<file path="config.mk">
export PLATFORM = sky130hd
export DESIGN_NAME = efa_queue
export DESIGN_NICKNAME = d
export VERILOG_FILES = /design/src/efa_pkg.sv /design/src/efa_queue.sv
export SDC_FILE = /design/constraint.sdc
export NUM_CORES = 1
export LEC_CHECK = 0
export BUFFER_PORTS_ARGS = -buffer_cell sky130_fd_sc_hd__buf_2
export CORE_MARGIN = 3
export CORE_UTILIZATION = 59
export DETAILED_ROUTE_END_ITERATION = 7
export MAX_ROUTING_LAYER = met4
export PLACE_DENSITY = 0.82
export SYNTH_ARGS = -nofsm -noshare
export SYNTH_HDL_FRONTEND = slang
export SYNTH_SLANG_ARGS = --single-unit
</file>
<file path="constraint.sdc">
create_clock -name clk_i -period 6.77 [get_ports clk_i]
set_input_delay 0.3385 -clock clk_i [delete_from_list [all_inputs] [get_ports clk_i]]
set_output_delay 0.3385 -clock clk_i [all_outputs]
set_load 0.02 [all_outputs]
</file>
<file path="src/efa_pkg.sv">
// Shared types, constants and helpers for the EMA-filtered Adam update block.
// Depends on nothing; every other file but efa_ram imports it.
package efa_pkg;

  // Element store geometry
  localparam int ELEM_IDX_W  = 12;
  localparam int ELEM_COUNT  = 4096;
  localparam int EPSILON_LSB = 1;

  // Configuration port
  localparam int CFG_IDX_W  = 3;
  localparam int CFG_DATA_W = 32;

  localparam logic [CFG_IDX_W-1:0] CFG_AMPLIFY_GAIN  = 3'd0;
  localparam logic [CFG_IDX_W-1:0] CFG_FILTER_DECAY  = 3'd1;
  localparam logic [CFG_IDX_W-1:0] CFG_M1_DECAY      = 3'd2;
  localparam logic [CFG_IDX_W-1:0] CFG_M2_DECAY      = 3'd3;
  localparam logic [CFG_IDX_W-1:0] CFG_LEARNING_RATE = 3'd4;
  localparam logic [CFG_IDX_W-1:0] CFG_DECAY_WEIGHT  = 3'd5;
  localparam logic [CFG_IDX_W-1:0] CFG_FIRST_CORR    = 3'd6;
  localparam logic [CFG_IDX_W-1:0] CFG_SECOND_CORR   = 3'd7;

  // Fixed-point constants
  localparam logic [24:0] ONE24       = 25'h100_0000;
  localparam logic [47:0] M48         = 48'hFFFF_FFFF_FFFF;
  localparam logic [38:0] RATIO_LIMIT = 39'h40_0000_0000;

  // Iterative unit step counts (one bit or one root digit per stage)
  localparam int MHAT_STEPS  = 56;
  localparam int VHAT_STEPS  = 48;
  localparam int SQRT_STEPS  = 32;
  localparam int RATIO_STEPS = 39;

  localparam int QUEUE_DEPTH = 4;
  localparam int QPTR_W      = 2;

  localparam int SAT_W = 44;

  typedef struct packed {
    logic [31:0] amplify_gain;
    logic [23:0] filter_decay;
    logic [23:0] m1_decay;
    logic [23:0] m2_decay;
    logic [23:0] learning_rate;
    logic [23:0] decay_weight;
    logic [24:0] first_corr;
    logic [24:0] second_corr;
  } cfg_t;

  // Per-element stored averages
  typedef struct packed {
    logic [31:0] slow_avg;
    logic [31:0] mom1;
    logic [47:0] mom2;
  } elem_state_t;

  // Item handed from the front to the back
  typedef struct packed {
    logic [31:0] param;
    logic [31:0] grad_amp;
    logic [31:0] mom1;
    logic [47:0] mom2;
    logic        sat;
  } q_item_t;

  function automatic logic over32(input logic signed [SAT_W-1:0] x);
    return (x > 44'sd2147483647) || (x < -44'sd2147483648);
  endfunction

  function automatic logic [31:0] clamp32(input logic signed [SAT_W-1:0] x);
    logic [31:0] r;
    if (x > 44'sd2147483647) begin
      r = 32'h7FFF_FFFF;
    end else if (x < -44'sd2147483648) begin
      r = 32'h8000_0000;
    end else begin
      r = x[31:0];
    end
    return r;
  endfunction

endpackage

</file>
<file path="src/efa_queue.sv">
// Short queue between the front and the back part.
// Depends on efa_pkg.
module efa_queue import efa_pkg::*; (
  input  logic    clk_i,
  input  logic    rst_ni,
  input  logic    push_i,
  input  q_item_t data_i,
  output logic    full_o,
  input  logic    pop_i,
  output q_item_t data_o,
  output logic    empty_o
);

  q_item_t           mem_q [QUEUE_DEPTH];
  logic [QPTR_W-1:0] wr_q, rd_q;
  logic [QPTR_W:0]   cnt_q;

  assign full_o  = (cnt_q == (QPTR_W+1)'(QUEUE_DEPTH));
  assign empty_o = (cnt_q == '0);
  assign data_o  = mem_q[rd_q];

  // Store pushed item
  always_ff @(posedge clk_i) begin
    if (push_i) begin
      mem_q[wr_q] <= data_i;
    end
  end

  // Advance pointers and fill count
  always_ff @(posedge clk_i or negedge rst_ni) begin
    if (!rst_ni) begin
      wr_q  <= '0;
      rd_q  <= '0;
      cnt_q <= '0;
    end else begin
      if (push_i) begin
        wr_q <= wr_q + 1'b1;
      end
      if (pop_i) begin
        rd_q <= rd_q + 1'b1;
      end
      if (push_i && !pop_i) begin
        cnt_q <= cnt_q + 1'b1;
      end else if (pop_i && !push_i) begin
        cnt_q <= cnt_q - 1'b1;
      end
    end
  end

endmodule

</file>
==> impl_summary.md <==
Status
The run finished with clean final reports.

Finish
In the layout the commonest cells are 580 x sky130_fd_sc_hd__edfxtp_1, 295 x sky130_fd_sc_hd__buf_2, 147 x sky130_fd_sc_hd__dlygate4sd3_1. The multi-input combinational cell area is 3480 um^2. The post-synthesis to final-layout area growth is 23.9%.

The number of standard cells in the layout, taps in and fillers out is 1,773. The net count reported at finish is 1,424. After filler insertion, the fill cell instance count of the layout stands at 1,885.

The sequential cell area is 17,600 um^2. In the final layout, the share of cells above drive strength 1 is 0.410. Leaving out fill and tap cells, the most frequent cell in the layout is sky130_fd_sc_hd__edfxtp_1.

Global routing
Summed over all layers, the global routing overflow is 0. The via count of the first global-routing pass is 11,000. The initial antenna violation count is 3. Entering global routing, the biggest net connects 122 pins.

The wire length of the first global-routing pass is 66,900 um. Across every metal layer, demand over resource in global routing totals 0.239.

Timing
The transition time at the pin with the least slew margin is 1120 ps. The peak clock frequency supported by timing is 0.275 GHz. Setup repair after global routing left no endpoint under its margin.

Of the available clock period, the critical path in the final layout requires 0.537. For the final database, setup skew stands at 23.2 ps. Hold timing on the final database bottoms out at a slack of 92.1 ps.

The worst path in the final design needs a cycle of 3640 ps, including I/O delays and setup. Setup violations remaining at the end of the flow were counted as 0. After routing, the total negative slack on setup checks comes to 0 ps.

The worst pin sits at a relative slew slack of 0.251. The final hold violation count was 0. The count of final max-slew check failures was 0.

Detailed routing
The per-cell routed wire length is 25.1 um. For this block, the via count after detailed routing is 10,200. In this run the remaining antenna-violating nets after routing total 0. The length of the first detailed-routing pass in iterations is 7. Wires add up to 44,500 um. The detailed router finished its first iteration with 770 violations. In the routed layout, each cell is associated on average with a via count of 5.76. For this run, design rule violations remaining after detail routing come to 0.

Pwr
The maximum VDD drop is 426 uV. The total power is 11.7 mW. Power spread over the standard cell area amounts to 441 nW/um^2. The leakage power is 9.19 nW.

Clock tree
The total clock sinks is 587. The clock-pin slew on the worst setup and hold paths is 60 ps. The number of buffers added by the clock tree synthesis step is 55. The CTS root buffer is sky130_fd_sc_hd__clkbuf_16. The clock latency reported for the late side of the worst-skew pair is 590 ps. The CTS tree is built. The H-tree generated during clock tree synthesis spans 2 levels.

The clock passes through at most 3 buffers.

Setup path
For the worst setup path, the data arrival time is 3300 ps. The highest net fanout along the worst path is 65. The source of the worst register-to-register timing path is wr_q[1]$_DFFE_PN0P_. The reg-to-reg critical path endpoint is mem_q[1][133]$_DFFE_PP_. The critical path in this run is classified as flop to primary output. The kind of launch point of the worst setup path is a flop. The data required time of the critical path is 6430 ps. The count of cells along the worst register-to-register path is 4. For flop-to-flop paths, the worst setup slack is 3930 ps. The kind of capture point of the worst setup path is a primary output.

Hold path
The worst hold path passes through 2 cells. The worst hold path begins at push_i. The worst hold path class is input port to flop. The end point of the worst hold path is wr_q[0]$_DFFE_PN0P_.

Floorplanning
The floorplan step set the die width to 197 um. The die is 197 um tall. The standard-cell row count is 69. The initial core utilization is 0.601. The number of I/O pins is 296. The floorplan step defined a die boundary enclosing 38,700 um^2. The area of the core is 35,700 um^2.

Synth
The number of nets in the synthesized netlist is 947. For this run, the register share of the synthesized area comes to 0.821. In this run the cell area of the synthesized design comes to 21,400 um^2.

The cell count after synthesis is 792. The number of distinct library cells after synthesis is 20. The Yosys step of the flow raised 0 warnings. The mean instance size in the synthesized netlist is 27.1 um^2. After synthesis the netlist holds a flip-flop and latch count of 587.

Placement
The HPWL reported at the end of detailed placement is 23,600 um. In this run, placement finished with an instance count of 1,526. Buffers placed on the I/O ports in this run total 295. The final RePlAce weighted congestion is 0.751.

Flow run
Max-cap violations in this run came to 0.
## flip-flops by register name, summed over array words and instances, names as in the netlist
register,count
mem_q,580
cnt_q,3
rd_q,2
wr_q,2
## area by class of cell
type                       count  share of cell area
antenna                        3            0.000283
clock buffer                  79              0.0606
clock inverter                18             0.00890
inverter                       4            0.000565
multi-input combinational    168               0.131
sequential                   587               0.663
tap                          461              0.0217
timing repair buffer         453               0.115
## logic make-up (layout without fill, tap and decap cells)
logic type      count (synthesis)  after routing  share of synthesized area
simple gates                    9              9                    0.00228
mux                           146            146                      0.153
flops                         587            587                      0.821
compound gates                  1              1                   0.000233
xor+xnor                        6              6                    0.00245
other cells                     0              3                          0
fa+ha+maj                       6              6                    0.00385
buf+inv                        37            554                     0.0176
## synthesized netlist by cell type
master | n | area (um^2)
sky130_fd_sc_hd__fa_1 | 1 | 20.0
sky130_fd_sc_hd__buf_6 | 5 | 56.3
sky130_fd_sc_hd__nor2_1 | 1 | 3.75
sky130_fd_sc_hd__buf_12 | 11 | 220
sky130_fd_sc_hd__xnor2_1 | 2 | 17.5
sky130_fd_sc_hd__nor3b_1 | 1 | 7.51
sky130_fd_sc_hd__clkbuf_1 | 2 | 7.51
sky130_fd_sc_hd__xor2_1 | 4 | 35.0
sky130_fd_sc_hd__nor3_1 | 1 | 5.00
sky130_fd_sc_hd__mux4_2 | 145 | 3270
sky130_fd_sc_hd__o21ai_0 | 1 | 5.00
sky130_fd_sc_hd__buf_2 | 14 | 70.1
sky130_fd_sc_hd__and2_1 | 4 | 25.0
sky130_fd_sc_hd__nand2_1 | 2 | 7.51
sky130_fd_sc_hd__buf_4 | 1 | 7.51
sky130_fd_sc_hd__mux2_2 | 1 | 11.3
sky130_fd_sc_hd__edfxtp_1 | 580 | 17400
sky130_fd_sc_hd__inv_1 | 4 | 15.0
sky130_fd_sc_hd__dfrtp_1 | 7 | 175
sky130_fd_sc_hd__ha_1 | 5 | 62.6
## how the worst max path moves through the flow
| stage | from | to | depth (start not counted) |
|---|---|---|---|
| final | rd_q[1]$_DFFE_PN0P_ | data_o[122] | 3 |
| after global routing | rd_q[1]$_DFFE_PN0P_ | data_o[112] | 3 |
| after CTS | rd_q[1]$_DFFE_PN0P_ | data_o[112] | 3 |
| after detailed placement | rd_q[1]$_DFFE_PN0P_ | data_o[112] | 3 |
| after global placement | rd_q[1]$_DFFE_PN0P_ | data_o[111] | 3 |
| after floorplan | wr_q[0]$_DFFE_PN0P_ | mem_q[2][0]$_DFFE_PP_ | 3 |
## metal layers
metal | GRT usage | part of all wire | up-vias
met3 | 0.0540 | 0.083 | 89
met5 | - | 0 | -
met2 | 0.372 | 0.50 | 490
li1 | - | - | 4386
met4 | 0.0826 | 0.030 | 0
met1 | 0.322 | 0.39 | 5245
## repair_timing
| item | 4_1_cts | 5_1_grt |
|---|---|---|
| setup buffers | 0 | 0 |
| resized for setup | 0 | 0 |
| endpoints found under the hold margin | 588 | 0 |
| hold buffers | 147 | 0 |
## worst max-delay path, stage by stage, from the launching register on
cell	delay, ps
sky130_fd_sc_hd__dfrtp_4	1080
sky130_fd_sc_hd__buf_4	870
sky130_fd_sc_hd__mux4_2	480
sky130_fd_sc_hd__buf_2	190
## power by group
part	total [mW]	switching, mW	internal, mW
registers	5.07	0.304	4.76
logic	3.53	2.10	1.43
clock network	3.10	1.23	1.87
## per-stage QoR
stage,area (um^2),setup WS [ps],util
5_1_grt,26600,2970,0.745
6_report,26600,3130,0.745
3_3_place_gp,23200,3730,0.652
2_1_floorplan,21400,2310,-
4_1_cts,26600,3110,0.745
3_5_place_dp,23200,3740,0.652
(Power assumes the default switching activity.)
